[src/rtl/irft_pkg.sv]
// ----------------------------------------------------------------------------
// irft_pkg
// Shared types and constants for the infrared remote frame transmitter.
// ----------------------------------------------------------------------------
package irft_pkg;

  // field widths
  localparam int TICK_W = 16;
  localparam int KEY_W  = 16;
  localparam int ADDR_W = 16;
  localparam int CFG_W  = 16;
  localparam int CFG_IDX_W = 3;

  // parameter defaults
  localparam int DEF_ADDRESS_BITS = 16;
  localparam int DEF_KEY_BITS     = 16;
  localparam int DEF_COPIES       = 2;

  // register reset values
  localparam logic [CFG_W-1:0] RST_HEADER_MARK  = 16'd4443;
  localparam logic [CFG_W-1:0] RST_HEADER_SPACE = 16'd4569;
  localparam logic [CFG_W-1:0] RST_BIT_MARK     = 16'd492;
  localparam logic [CFG_W-1:0] RST_ONE_SPACE    = 16'd1749;
  localparam logic [CFG_W-1:0] RST_ZERO_SPACE   = 16'd630;
  localparam logic [CFG_W-1:0] RST_STOP_SPACE   = 16'd590;
  localparam logic [CFG_W-1:0] RST_REPEAT_GAP   = 16'd52000;
  localparam logic [CFG_W-1:0] RST_ADDRESS      = 16'hE0E0;

  // register indexes
  localparam logic [CFG_IDX_W-1:0] REG_HEADER_MARK  = 3'd0;
  localparam logic [CFG_IDX_W-1:0] REG_HEADER_SPACE = 3'd1;
  localparam logic [CFG_IDX_W-1:0] REG_BIT_MARK     = 3'd2;
  localparam logic [CFG_IDX_W-1:0] REG_ONE_SPACE    = 3'd3;
  localparam logic [CFG_IDX_W-1:0] REG_ZERO_SPACE   = 3'd4;
  localparam logic [CFG_IDX_W-1:0] REG_STOP_SPACE   = 3'd5;
  localparam logic [CFG_IDX_W-1:0] REG_REPEAT_GAP   = 3'd6;
  localparam logic [CFG_IDX_W-1:0] REG_ADDRESS      = 3'd7;

  // request codes
  localparam logic REQ_START = 1'b0;
  localparam logic REQ_TICK  = 1'b1;

  // input word
  typedef struct packed {
    logic             req_type;
    logic [KEY_W-1:0] key_code;
  } irft_req_t;

  // result word
  typedef struct packed {
    logic ir_mark;
    logic led_on;
    logic busy_res;
    logic done_res;
  } irft_rsp_t;

endpackage

[src/rtl/ir_remote_frame_transmitter.sv]
// ----------------------------------------------------------------------------
// ir_remote_frame_transmitter
// Pulse-distance infrared frame envelope generator with repeated copies.
// ----------------------------------------------------------------------------
// Usage:
//   The input channel carries start words (req_type = start, key_code) and
//   one-microsecond tick words. A start is taken only while idle and then
//   loads the frame {address register, key}; starts while busy are ignored.
//   Ticks walk through header mark/space, a mark and one/zero space per bit
//   (MSB first), stop mark/space, and a repeat gap between copies.
//   Every input word yields exactly one result word showing the emitter
//   level, LED, busy and a done pulse on the word that ends the last copy.
//   Phases of zero length are skipped within the same word.
//   Results are registered, valid in the cycle after accept; one word per
//   cycle unless stalled, set by the single registered state update.
//   The result register lets a new word in whenever it is empty or being
//   taken; while the receiver stalls, in_ready drops and nothing is lost.
//   Configuration writes take effect in the cycle after cfg_we; lengths
//   apply when a phase is next entered, the address at the next start.
//   Synchronous reset returns to idle, restores register defaults and
//   empties the result register.
// ----------------------------------------------------------------------------
module ir_remote_frame_transmitter
  import irft_pkg::*;
#(
  parameter int ADDRESS_BITS = DEF_ADDRESS_BITS,
  parameter int KEY_BITS     = DEF_KEY_BITS,
  parameter int COPIES       = DEF_COPIES
) (
  input  logic                 clk,
  input  logic                 rst,
  input  logic                 in_valid,
  output logic                 in_ready,
  input  irft_req_t            in_data,
  output logic                 out_valid,
  input  logic                 out_ready,
  output irft_rsp_t            out_data,
  input  logic                 cfg_we,
  input  logic [CFG_IDX_W-1:0] cfg_index,
  input  logic [CFG_W-1:0]     cfg_data
);

  localparam int FRAME_BITS = ADDRESS_BITS + KEY_BITS;
  localparam int BW = (FRAME_BITS > 1) ? $clog2(FRAME_BITS) : 1;
  localparam int CW = (COPIES > 1) ? $clog2(COPIES) : 1;
  localparam logic [BW-1:0] TOP_BIT  = BW'(FRAME_BITS - 1);
  localparam logic [CW-1:0] LAST_CPY = CW'(COPIES - 1);

  typedef enum logic [7:0] {
    PH_IDLE   = 8'b0000_0001,
    PH_HMARK  = 8'b0000_0010,
    PH_HSPACE = 8'b0000_0100,
    PH_BMARK  = 8'b0000_1000,
    PH_BSPACE = 8'b0001_0000,
    PH_SMARK  = 8'b0010_0000,
    PH_SSPACE = 8'b0100_0000,
    PH_GAP    = 8'b1000_0000
  } phase_t;

  // phase being entered by the current word
  typedef enum logic [2:0] {
    EN_NONE, EN_HMARK, EN_HSPACE, EN_BMARK, EN_BSPACE, EN_SMARK, EN_SSPACE, EN_END
  } entry_t;

  // configuration registers
  logic [CFG_W-1:0] header_mark_ticks, header_space_ticks, bit_mark_ticks;
  logic [CFG_W-1:0] one_space_ticks, zero_space_ticks, stop_space_ticks;
  logic [CFG_W-1:0] repeat_gap_ticks, address_word;

  // sequencer state
  phase_t            phase, phase_next;
  logic [TICK_W-1:0] ticks_left, ticks_left_next;
  logic [BW-1:0]     bit_position, bit_position_next;
  logic [FRAME_BITS-1:0] frame_word, frame_word_next;
  logic [CW-1:0]     second_copy, second_copy_next;
  logic              done_next;

  logic in_fire;
  logic [FRAME_BITS-1:0] frame_new, frame_eff, space_nz;
  entry_t        entry;
  logic [BW-1:0] entry_bit, search_lim;
  logic [CW-1:0] copy_eff;
  logic          part_hit, full_hit;
  logic [BW-1:0] part_pos, full_pos;

  logic hm_nz, hs_nz, bm_nz, os_nz, zs_nz, ss_nz, gp_nz;

  // first non-empty phase of a fresh frame
  phase_t            head_phase;
  logic [TICK_W-1:0] head_ticks;
  logic [BW-1:0]     head_bit;
  logic              head_found;

  assign in_ready = !out_valid || out_ready;
  assign in_fire  = in_valid && in_ready;

  // configuration writes
  always_ff @(posedge clk) begin
    if (rst) begin
      header_mark_ticks  <= RST_HEADER_MARK;
      header_space_ticks <= RST_HEADER_SPACE;
      bit_mark_ticks     <= RST_BIT_MARK;
      one_space_ticks    <= RST_ONE_SPACE;
      zero_space_ticks   <= RST_ZERO_SPACE;
      stop_space_ticks   <= RST_STOP_SPACE;
      repeat_gap_ticks   <= RST_REPEAT_GAP;
      address_word       <= RST_ADDRESS;
    end else if (cfg_we) begin
      case (cfg_index)
        REG_HEADER_MARK:  header_mark_ticks  <= cfg_data;
        REG_HEADER_SPACE: header_space_ticks <= cfg_data;
        REG_BIT_MARK:     bit_mark_ticks     <= cfg_data;
        REG_ONE_SPACE:    one_space_ticks    <= cfg_data;
        REG_ZERO_SPACE:   zero_space_ticks   <= cfg_data;
        REG_STOP_SPACE:   stop_space_ticks   <= cfg_data;
        REG_REPEAT_GAP:   repeat_gap_ticks   <= cfg_data;
        REG_ADDRESS:      address_word       <= cfg_data;
        default: ;
      endcase
    end
  end

  assign hm_nz = (header_mark_ticks != '0);
  assign hs_nz = (header_space_ticks != '0);
  assign bm_nz = (bit_mark_ticks != '0);
  assign os_nz = (one_space_ticks != '0);
  assign zs_nz = (zero_space_ticks != '0);
  assign ss_nz = (stop_space_ticks != '0);
  assign gp_nz = (repeat_gap_ticks != '0);

  // frame assembly: address above key, unused upper bits zero
  for (genvar gi = 0; gi < FRAME_BITS; gi++) begin : g_frame
    if (gi < KEY_BITS) begin : g_key
      if (gi < KEY_W) begin : g_kb
        assign frame_new[gi] = in_data.key_code[gi];
      end else begin : g_kz
        assign frame_new[gi] = 1'b0;
      end
    end else begin : g_addr
      if (gi - KEY_BITS < ADDR_W) begin : g_ab
        assign frame_new[gi] = address_word[gi - KEY_BITS];
      end else begin : g_az
        assign frame_new[gi] = 1'b0;
      end
    end
  end

  // decode which phase the word enters
  always_comb begin
    entry     = EN_NONE;
    entry_bit = bit_position;
    frame_eff = frame_word;
    copy_eff  = second_copy;
    if (in_data.req_type == REQ_START) begin
      if (phase == PH_IDLE) begin
        entry     = EN_HMARK;
        frame_eff = frame_new;
        copy_eff  = '0;
      end
    end else if (phase != PH_IDLE && ticks_left <= TICK_W'(1)) begin
      case (phase)
        PH_HMARK: entry = EN_HSPACE;
        PH_HSPACE: begin
          entry     = EN_BMARK;
          entry_bit = TOP_BIT;
        end
        PH_BMARK: entry = EN_BSPACE;
        PH_BSPACE: begin
          if (bit_position == '0) begin
            entry = EN_SMARK;
          end else begin
            entry     = EN_BMARK;
            entry_bit = bit_position - BW'(1);
          end
        end
        PH_SMARK:  entry = EN_SSPACE;
        PH_SSPACE: entry = EN_END;
        PH_GAP:    entry = EN_HMARK;
        default:   entry = EN_NONE;
      endcase
    end
    if (entry == EN_HSPACE) begin
      entry_bit = TOP_BIT;
    end
  end

  // bits whose space phase has a nonzero length
  always_comb begin
    for (int i = 0; i < FRAME_BITS; i++) begin
      space_nz[i] = frame_eff[i] ? os_nz : zs_nz;
    end
  end

  assign search_lim = (entry == EN_BSPACE) ? entry_bit - BW'(1) : entry_bit;

  irft_bit_search #(.WIDTH(FRAME_BITS), .IDXW(BW)) u_part_search (
    .word  (space_nz),
    .limit (search_lim),
    .hit   (part_hit),
    .pos   (part_pos)
  );

  irft_bit_search #(.WIDTH(FRAME_BITS), .IDXW(BW)) u_full_search (
    .word  (space_nz),
    .limit (TOP_BIT),
    .hit   (full_hit),
    .pos   (full_pos)
  );

  // first phase of a frame that is not skipped
  always_comb begin
    head_found = 1'b1;
    head_bit   = TOP_BIT;
    head_phase = PH_IDLE;
    head_ticks = '0;
    if (hm_nz) begin
      head_phase = PH_HMARK;
      head_ticks = header_mark_ticks;
    end else if (hs_nz) begin
      head_phase = PH_HSPACE;
      head_ticks = header_space_ticks;
    end else if (bm_nz) begin
      head_phase = PH_BMARK;
      head_ticks = bit_mark_ticks;
    end else if (full_hit) begin
      head_phase = PH_BSPACE;
      head_bit   = full_pos;
      head_ticks = frame_eff[full_pos] ? one_space_ticks : zero_space_ticks;
    end else if (ss_nz) begin
      head_phase = PH_SSPACE;
      head_ticks = stop_space_ticks;
    end else begin
      head_found = 1'b0;
    end
  end

  // next state: fall through empty phases in frame order
  always_comb begin
    logic try_bm, try_sm, try_ss, try_end;
    try_bm  = (entry == EN_BMARK);
    try_sm  = (entry == EN_SMARK);
    try_ss  = (entry == EN_SSPACE);
    try_end = (entry == EN_END);

    phase_next        = phase;
    ticks_left_next   = ticks_left;
    bit_position_next = bit_position;
    frame_word_next   = frame_word;
    second_copy_next  = copy_eff;
    done_next         = 1'b0;

    if (in_data.req_type == REQ_START && phase == PH_IDLE) begin
      frame_word_next   = frame_new;
      bit_position_next = '0;
    end
    if (in_data.req_type == REQ_TICK && phase != PH_IDLE &&
        ticks_left > TICK_W'(1)) begin
      ticks_left_next = ticks_left - TICK_W'(1);
    end

    // header mark entered
    if (entry == EN_HMARK) begin
      if (head_found) begin
        phase_next        = head_phase;
        ticks_left_next   = head_ticks;
        bit_position_next = head_bit;
      end else begin
        try_end = 1'b1;
      end
    end

    // header space entered
    if (entry == EN_HSPACE) begin
      if (hs_nz) begin
        phase_next      = PH_HSPACE;
        ticks_left_next = header_space_ticks;
      end else begin
        try_bm = 1'b1;
      end
    end

    // data space entered
    if (entry == EN_BSPACE) begin
      if (space_nz[entry_bit]) begin
        phase_next        = PH_BSPACE;
        bit_position_next = entry_bit;
        ticks_left_next   = frame_eff[entry_bit] ? one_space_ticks : zero_space_ticks;
      end else if (entry_bit == '0) begin
        try_sm = 1'b1;
      end else begin
        try_bm = 1'b1;
      end
    end

    // data mark entered at search_lim
    if (try_bm) begin
      if (bm_nz) begin
        phase_next        = PH_BMARK;
        ticks_left_next   = bit_mark_ticks;
        bit_position_next = search_lim;
      end else if (part_hit) begin
        phase_next        = PH_BSPACE;
        bit_position_next = part_pos;
        ticks_left_next   = frame_eff[part_pos] ? one_space_ticks : zero_space_ticks;
      end else begin
        try_ss = 1'b1;
      end
    end

    // stop mark
    if (try_sm) begin
      if (bm_nz) begin
        phase_next      = PH_SMARK;
        ticks_left_next = bit_mark_ticks;
      end else begin
        try_ss = 1'b1;
      end
    end

    // stop space
    if (try_ss) begin
      if (ss_nz) begin
        phase_next      = PH_SSPACE;
        ticks_left_next = stop_space_ticks;
      end else begin
        try_end = 1'b1;
      end
    end

    // copy finished
    if (try_end) begin
      if (copy_eff == LAST_CPY) begin
        phase_next      = PH_IDLE;
        ticks_left_next = '0;
        done_next       = 1'b1;
      end else begin
        second_copy_next = copy_eff + CW'(1);
        if (gp_nz) begin
          phase_next      = PH_GAP;
          ticks_left_next = repeat_gap_ticks;
        end else if (head_found) begin
          phase_next        = head_phase;
          ticks_left_next   = head_ticks;
          bit_position_next = head_bit;
        end else begin
          // every remaining copy is empty
          phase_next      = PH_IDLE;
          ticks_left_next = '0;
          done_next       = 1'b1;
        end
      end
    end
  end

  // state update
  always_ff @(posedge clk) begin
    if (rst) begin
      phase        <= PH_IDLE;
      ticks_left   <= '0;
      bit_position <= '0;
      frame_word   <= '0;
      second_copy  <= '0;
    end else if (in_fire) begin
      phase        <= phase_next;
      ticks_left   <= ticks_left_next;
      bit_position <= bit_position_next;
      frame_word   <= frame_word_next;
      second_copy  <= second_copy_next;
    end
  end

  // result register
  always_ff @(posedge clk) begin
    if (rst) begin
      out_valid <= 1'b0;
    end else if (in_fire) begin
      out_valid <= 1'b1;
    end else if (out_ready) begin
      out_valid <= 1'b0;
    end
  end

  always_ff @(posedge clk) begin
    if (in_fire) begin
      out_data.ir_mark  <= (phase_next == PH_HMARK) || (phase_next == PH_BMARK) ||
                           (phase_next == PH_SMARK);
      out_data.led_on   <= (phase_next != PH_IDLE);
      out_data.busy_res <= (phase_next != PH_IDLE);
      out_data.done_res <= done_next;
    end
  end

endmodule

[src/rtl/irft_bit_search.sv]
// ----------------------------------------------------------------------------
// irft_bit_search
// Finds the highest set bit of a word at or below a given bit position.
// ----------------------------------------------------------------------------
module irft_bit_search #(
  parameter int WIDTH = 32,
  parameter int IDXW  = 5
) (
  input  logic [WIDTH-1:0] word,
  input  logic [IDXW-1:0]  limit,
  output logic             hit,
  output logic [IDXW-1:0]  pos
);

  // priority encode, highest qualifying bit wins
  always_comb begin
    hit = 1'b0;
    pos = '0;
    for (int i = 0; i < WIDTH; i++) begin
      if (word[i] && (IDXW'(i) <= limit)) begin
        hit = 1'b1;
        pos = IDXW'(i);
      end
    end
  end

endmodule

[config.mk]
export PLATFORM = sky130hd
export DESIGN_NAME = ir_remote_frame_transmitter
export DESIGN_NICKNAME = d
export VERILOG_FILES = /design/src/rtl/irft_pkg.sv /design/src/rtl/ir_remote_frame_transmitter.sv /design/src/rtl/irft_bit_search.sv
export SDC_FILE = /design/constraint.sdc
export NUM_CORES = 1
export LEC_CHECK = 0
export BUFFER_PORTS_ARGS = -buffer_cell sky130_fd_sc_hd__clkbuf_2
export CAP_MARGIN = 20
export CELL_PAD_IN_SITES_DETAIL_PLACEMENT = 0
export CELL_PAD_IN_SITES_GLOBAL_PLACEMENT = 2
export CORE_ASPECT_RATIO = 1.2
export CORE_MARGIN = 2
export CORE_UTILIZATION = 34
export DETAILED_ROUTE_END_ITERATION = 8
export PLACE_DENSITY = 0.81
export SYNTH_ARGS = -nofsm -noshare
export SYNTH_HDL_FRONTEND = slang
export SYNTH_HIERARCHICAL = 1
export SYNTH_SLANG_ARGS = --single-unit
[constraint.sdc]
create_clock -name clk -period 7.3 [get_ports clk]
set_clock_uncertainty 0.2 [all_clocks]
set_input_delay 0.365 -clock clk [delete_from_list [all_inputs] [get_ports clk]]
set_output_delay 0.365 -clock clk [all_outputs]
set_load 0.02 [all_outputs]
# Yosys cells after proc, flatten, opt, wreduce, memory -nomap -nowiden
# Index checks and enable logic that the tools add are counted.
word_totals:
  regBits: 194
  elab_cells: 421
  input_bits: 41
  out_inout_bits: 6
op_classes:
  reduce_logical: 61
  add_sub_neg: 4
  bitwise: 1
  eq_ne: 27
  n_lt_le_gt_ge: 37
  n_mux: 274
ops:
  columns: ["op", "count"]
  rows:
  - ["two-way mux 16 bit", 26]
  - ["two-way mux 5 bit", 53]
  - ["two-way mux 8 bit", 17]
  - ["two-way mux 1 bit", 134]
  - ["nonzero test 16 bit", 7]
  - ["<= comparator 5 bit, first input constant", 16]
  - ["two-way mux 32 bit", 2]
  - ["two-way mux 4 bit", 16]
  - ["<= comparator 4 x 5 -> 1 bit, first input constant", 8]
  - ["logical AND 1 bit", 37]
  - ["two-way mux 7 bit", 5]
  - ["two-way mux 3 bit", 11]
  - ["== test 3 bit, second input constant", 8]
  - ["case mux 3 bit (7 select lines)", 1]
  - ["binary-select mux 1 bit (select 5 bit)", 4]
  - ["<= comparator 3 x 5 -> 1 bit, first input constant", 4]
  - ["less-than comparator 5 x 6 -> 1 bit, second input constant", 3]
  - ["AND reduction 2 bit", 9]
  - ["== test 8 x 2 -> 1 bit, second input constant", 2]
  - ["== test 8 x 4 -> 1 bit, second input constant", 2]
  - ["== test 8 x 6 -> 1 bit, second input constant", 2]
  - ["greater-than comparator 16 x 1 -> 1 bit, second input constant", 1]
  - ["<= comparator 16 x 1 -> 1 bit, second input constant", 1]
  - ["!= test 8 x 1 -> 1 bit, second input constant", 2]
  - ["20 further kinds", 33]

# Logic depth before layout (Yosys ltp)
logic_depth:
  ltp_word: 57
  mapped_depth: 34
  depth_no_buf: 28

# Modules after synthesis
# Netlist, hierarchy kept.
modules_own_cells:
  columns: ["mod", "n_inst", "cells_per_inst", "seq_area_each_um2", "area_each_um2"]
  rows:
  - ["ir_remote_frame_transmitter", 1, 1806, 3913.8, 13471.7]
  - ["irft_bit_search", 2, 150, 0.0, 932.1]

# Worst setup path after synthesis
# Ideal clock, no wire load.
synth_path:
  kind: "flip-flop to flip-flop"
  start: "register phase[3]"
  end: "register ticks_left[1]"
  path_buffers: 5
  required_time_ns: 6.980
  setup_time_ns: 0.120
  stages_incl_launch_ff: 29
  path_slack_ns: -0.097
  synth_period_minus_slack_ns: 7.397
  arrival_time_ns: 7.077
  cell_sequence: "dfxtp_1 > or4_4 > nor4_4 > a21oi_2 > or4_1 > buf_2 > o21ai_2 > inv_2 > clkbuf_1 > ha_1 > and2_1 > nand3_1 > xnor2_1 > nand2_1 > buf_6 > or4_4 > a31o_2 > o21bai_1 > a221o_1 > buf_1 > mux4_2 > mux4_2 > mux2i_2 > buf_4 > mux2i_1 > nor2_1 > o21ai_0 > a211oi_1 > o31a_1"
synth_between:
  elab_cells_between_ends: 310
  cone_classes: "1 x add/sub; 32 x order compare; 16 x eq/ne; 225 x mux; 36 x reduce/logical"
synth_lines:
  columns: ["item", "line", "text"]
  rows:
  - ["start, declared", "ir_remote_frame_transmitter.sv:71", "phase_t phase, phase_next;"]
  - ["start signal, assigned", "ir_remote_frame_transmitter.sv:364", "phase <= phase_next;"]
  - ["== test 8 bit (tied with other cells)", "ir_remote_frame_transmitter.sv:161", "case (phase)"]
  - ["case mux 3 bit (7 select lines) / logical AND 1 bit (equally long branches)", "ir_remote_frame_transmitter.sv:161, ir_remote_frame_transmitter.sv:160", null]
  - ["two-way mux 3 bit", "ir_remote_frame_transmitter.sv:160", "end else if (phase != PH_IDLE && ticks_left <= TICK_W'(1)) begin"]
  - ["two-way mux 3 bit", "ir_remote_frame_transmitter.sv:154", "if (in_data.req_type == REQ_START) begin"]
  - ["== test 3 x 2 -> 1 bit", "ir_remote_frame_transmitter.sv:182", "if (entry == EN_HSPACE) begin"]
  - ["two-way mux 5 bit", "ir_remote_frame_transmitter.sv:182", null]
  - ["subtractor 5 x 1 -> 5 bit", "ir_remote_frame_transmitter.sv:194", "assign search_lim = (entry == EN_BSPACE) ? entry_bit - BW'(1) : entry_bit;"]
  - ["two-way mux 5 bit (*)", "ir_remote_frame_transmitter.sv:194", null]
  - ["net search_lim[4]", "ir_remote_frame_transmitter.sv:81", "logic [BW-1:0] entry_bit, search_lim;"]
  - ["(+32 left out)", null, null]
  - ["net part_pos[1]", "ir_remote_frame_transmitter.sv:84", "logic [BW-1:0] part_pos, full_pos;"]
  - ["(+3 left out)", null, null]
  - ["two-way mux 16 bit (*)", "ir_remote_frame_transmitter.sv:301", "end else if (part_hit) begin"]
  - ["two-way mux 16 bit (*)", "ir_remote_frame_transmitter.sv:297", "if (bm_nz) begin"]
  - ["two-way mux 16 bit (*)", "ir_remote_frame_transmitter.sv:296", "if (try_bm) begin"]
  - ["two-way mux 16 bit", "ir_remote_frame_transmitter.sv:312", "if (bm_nz) begin"]
  - ["two-way mux 16 bit (*)", "ir_remote_frame_transmitter.sv:311", "if (try_sm) begin"]
  - ["two-way mux 16 bit", "ir_remote_frame_transmitter.sv:322", "if (ss_nz) begin"]
  - ["two-way mux 16 bit (*)", "ir_remote_frame_transmitter.sv:321", "if (try_ss) begin"]
  - ["two-way mux 16 bit (*)", "ir_remote_frame_transmitter.sv:331", "if (try_end) begin"]
  - ["end signal, assigned", "ir_remote_frame_transmitter.sv:365", "ticks_left <= ticks_left_next;"]
  - ["end, declared", "ir_remote_frame_transmitter.sv:72", "logic [TICK_W-1:0] ticks_left, ticks_left_next;"]
# The timed path passes the listed nets; every way through them passes the cells marked *. The select of a mux whose other input is x is not followed.
# A chain may end at the register's enable or synchronous reset.

# Worst setup path after layout
layout_path:
  start: "register phase[2]"
  end: "register ticks_left[0]"
layout_between:
  elab_cells_between_ends: 310
  cone_classes: "1 x add/sub; 32 x order compare; 16 x eq/ne; 225 x mux; 36 x reduce/logical"
layout_lines:
  columns: ["item", "line", "text"]
  rows:
  - ["== test 8 x 1 -> 1 bit (*)", "ir_remote_frame_transmitter.sv:155", "if (phase == PH_IDLE) begin"]
  - ["two-way mux 32 bit (*)", "ir_remote_frame_transmitter.sv:155", null]
  - ["two-way mux 32 bit (*)", "ir_remote_frame_transmitter.sv:154", null]
  - ["two-way mux 1 bit (*)", "ir_remote_frame_transmitter.sv:190", "space_nz[i] = frame_eff[i] ? os_nz : zs_nz;"]
  - ["net space_nz[28]", "ir_remote_frame_transmitter.sv:79", "logic [FRAME_BITS-1:0] frame_new, frame_eff, space_nz;"]
  - ["two-way mux 5 bit (*) (4 in a row)", "irft_bit_search.sv:20", "if (word[i] && (IDXW'(i) <= limit)) begin"]
  - ["net full_pos[1]", "ir_remote_frame_transmitter.sv:84", null]
  - ["binary-select mux 1 bit (select 5 bit) (*)", "ir_remote_frame_transmitter.sv:228", "head_ticks = frame_eff[full_pos] ? one_space_ticks : zero_space_ticks;"]
  - ["(+12 left out)", null, null]
  - ["two-way mux 16 bit", "ir_remote_frame_transmitter.sv:301", null]
  - ["two-way mux 16 bit", "ir_remote_frame_transmitter.sv:297", null]
  - ["two-way mux 16 bit", "ir_remote_frame_transmitter.sv:296", null]
  - ["two-way mux 16 bit", "ir_remote_frame_transmitter.sv:312", null]
  - ["two-way mux 16 bit", "ir_remote_frame_transmitter.sv:311", null]
  - ["two-way mux 16 bit", "ir_remote_frame_transmitter.sv:322", null]
  - ["two-way mux 16 bit", "ir_remote_frame_transmitter.sv:321", null]
  - ["two-way mux 16 bit (*)", "ir_remote_frame_transmitter.sv:331", null]
# Marked as above.

==> metrics.csv <==
metric,value,unit
status,"finished, final reports clean",
tritoncts,built,
maxCapViolations,0,
worst_r2r_path_depth,23,
crit_path_frequent_cell,mux2i_1,
synthCells,2106,
clkPwrFrac,31.9,%
holdPathStages,3,
fmax,0.139,GHz
startpoint_type,flip-flop,
antenna_cells,0,
start_util,34.3,%
swShare,36.3,%
post-place-ws,-0.0993,ns
ctsHtreeMaxLevel,4,
grt_pass1_vias,16300,
path_clk_slew,0.09,ns
worst_pin_slew,1.12,ns
fillerInstances,4725,
cp.buffers_inverters,3,
intPower,2.03,mW
die-area,0.0468,mm²
nets,2248,
final_cell_mix,"441 x nand2_1, 207 x a21oi_1, 189 x dfxtp_1, 154 x mux2i_1, 153 x nor2_1",
cts_buffers,17,
synthArstFlopShare,0,%
drc,0,
worst-r2r-setup-slack,0.11,ns
p_sw,1.16,mW
wl_per_cell,25.2,µm
hold_viol_final,0,
port_buffers,46,
antenna_found_initial,0,
critPathArrivalTime,7.38,ns
cpLargestDelayFamily,multiplexers,
stdcell_count,2780,
slowest_stage,mux2i_1,
synth-main-ff-cell,dfxtp_1,
finalSetupViolations,0,
viasPerCell,6.14,
crit-reg2reg-launch,phase[2]$_SDFFE_PP0P_,
place_inst,2710,
cp-end-kind,flip-flop,
fp.coreArea,0.0447,mm²
insertion_delay,0.46,ns
finalMaxSlewViolations,0,
synth_warnings,6,
timing.final.ws_setup,0.110,ns
comb_power_share,32.0,%
grt_max_degree,80,
root_buffer,clkbuf_16,
dpl.hpwl,53100,µm
drt_iter0_drc,1453,
grt.overflow.total,0,
worstHoldStart,out_ready,
required,7.49,ns
path_cells,"buf_4, or4b_1, nor3_2, buf_12, mux2i_1, mux2i_1, a21oi_1, a211oi_2, nor2_1, and3_1, a221o_1, mux4_2, mux2i_1, mux4_2, buf_12, mux2i_1, a21o_1, and3_1, a211oi_1, a221o_1, o211ai_1, a211o_1, a31oi_1",
final.min_clock_period,7.19,ns
vias,17100,
cpPeakStageDelay,0.58,ns
synth_edf_count,3,
critPathMaxFanout,36,
crit_type,reg2reg,
p_seq_share,36.1,%
drive_above_1_share,16.1,%
ir_drop,0.000130,V
final_common_cell,nand2_1,
rows,85,
min_delay_worst_endpoint,out_valid$_SDFFE_PP0P_,
synth-seq-area-share,25.5,%
hp-class,in2reg,
pin_count,47,
slew_headroom,24.3,%
ys_ff_latch,194,
synth.avg_cell_area,7.28,µm²
dieWidth,198,µm
numClockSinks,194,
ant_nets,0,
routed_wl,70000,µm
grt_use_total,29.3,%
place_congestion,1.01,
die_h,237,µm
area_growth,17.0,%
p_per_area,178,mW/mm²
cellLeakagePower,6.74,nW
cts_buffer_depth,2,
first_pass_iters,5,
grt_pass1_wl,103000,µm
yosys.cell_types.count,94,
fin_util,40.2,%
syn_area,0.0153,mm²
period_share,98.5,%
r2r-end,ticks_left[0]$_SDFFE_PP0P_,
-- power groups by stage --
stage / sequential [mW] / combinational (mW) / clock (mW)
finish: 1.15 / 1.02 / 1.02
global route: 1.15 / 1.08 / 1.07
CTS: 1.15 / 0.925 / 1.03
detailed placement: 1.17 / 0.912 / 0
global placement: 1.17 / 0.908 / 0
floorplan: 1.16 / 0.626 / 0
-- per-layer routing --
| metal | vias to the layer above | global-route usage [%] | share of wire [%] |
|---|---|---|---|
| met3 | 243 | 2.65 | 5.1 |
| met5 | - | 0 | 0 |
| met4 | 0 | 18.6 | 7.2 |
| met2 | 730 | 51.6 | 49 |
| li1 | 7854 | - | - |
| met1 | 8242 | 33.9 | 38 |
-- worst min-delay path: stages --
cell      delay, ns
clkbuf_2       0.07
nand2b_1       0.13
a21oi_1        0.07
-- registers in the layout, indices dropped and copies added (netlist names), 8 cells and up --
signal and cells:
frame_word 32, header_space_ticks 16, one_space_ticks 16, address_word 16
bit_mark_ticks 16, zero_space_ticks 16, stop_space_ticks 16, repeat_gap_ticks 16
phase 8, ticks_left 16, header_mark_ticks 16
-- per-stage QoR --
stage	area [µm²]	hold slack [ns]	total power [mW]	TNS, ns
after global placement	16700	0.253	2.08	-0.0266
after floorplan	15400	0.245	1.78	0
after CTS	17600	0.00354	3.10	0
after global routing	17900	0.0201	3.31	-0.0419
after detailed placement	16800	0.257	2.08	-0.136
final	17900	0.0150	3.19	0
-- kinds of logic after synthesis --
logic type | count (synthesis) | share of synthesized area [%]
buf+inv | 191 | 5.52
flops | 194 | 25.5
mux | 185 | 13.7
compound gates | 590 | 25.0
other cells | 1 | 0.0245
fa+ha+maj | 5 | 0.408
xor+xnor | 19 | 1.09
simple gates | 921 | 28.7
-- synthesized netlist by cell type, types with 10 or more instances --
cell type    n  area share (%)
a211o_1     10            0.57
o21ai_0     93             3.0
nand2b_1    10            0.41
nor2_1     156             3.8
nor3_1      54             1.8
clkbuf_1    96             2.3
a211oi_1    47             2.3
a22oi_1     12            0.59
and3_1      19            0.78
o21a_1      17            0.83
o211a_1     10            0.65
o211ai_1    28             1.4
xnor2_1     10            0.57
buf_4       11            0.54
nor4_1      37             1.5
mux4_2      19             2.8
dfxtp_1    191              25
clkbuf_2    16            0.52
a31oi_1     12            0.49
inv_1       27            0.66
o21bai_1    10            0.49
and2_1      16            0.65
a21o_1      11            0.54
buf_2       31             1.0
nand3b_1    54             2.6
nand3_1     40             1.3
mux2i_1    155              10
nand2_1    444              11
o21ai_1     14            0.46
a21oi_1    210             6.9
o22ai_1     11            0.45
nand4_1     19            0.78
and4_1      11            0.63
-- timing repair --
action	CTS	global route
gates cloned	0	2
gates resized for setup	2	43
hold buffers	13	0
endpoints found under the setup margin	4	22
buffers inserted	0	22
hold endpoints to repair	13	0
pin swaps	0	20
-- worst max path at each step --
stage / startpoint / end / slack (ns) / cells after the start
2_1_floorplan: phase[3]$_SDFFE_PP0P_ / ticks_left[1]$_SDFFE_PP0P_ / 0.15 / 28
3_3_place_gp: phase[5]$_SDFFE_PP0P_ / ticks_left[4]$_SDFFE_PP0P_ / -0.03 / 25
3_5_place_dp: phase[5]$_SDFFE_PP0P_ / ticks_left[4]$_SDFFE_PP0P_ / -0.1 / 28
4_1_cts: phase[5]$_SDFFE_PP0P_ / ticks_left[4]$_SDFFE_PP0P_ / 0.03 / 28
5_1_grt: ticks_left[10]$_SDFFE_PP0P_ / ticks_left[4]$_SDFFE_PP0P_ / -0.02 / 26
6_report: phase[2]$_SDFFE_PP0P_ / ticks_left[0]$_SDFFE_PP0P_ / 0.11 / 23
-- final cells by class --
type                            count  area, µm²  share of cell area, %
Multi-Input combinational cell   1737      10800                   60.5
Tap cell                          565        707                   3.94
Sequential cell                   194       3920                   21.8
Inverter                           28        105                  0.586
Timing Repair Buffer              224       1740                   9.68
Clock inverter                     15        204                   1.14
Clock buffer                       17        425                   2.37
Note: power is estimated with default switching activity, not from simulation.
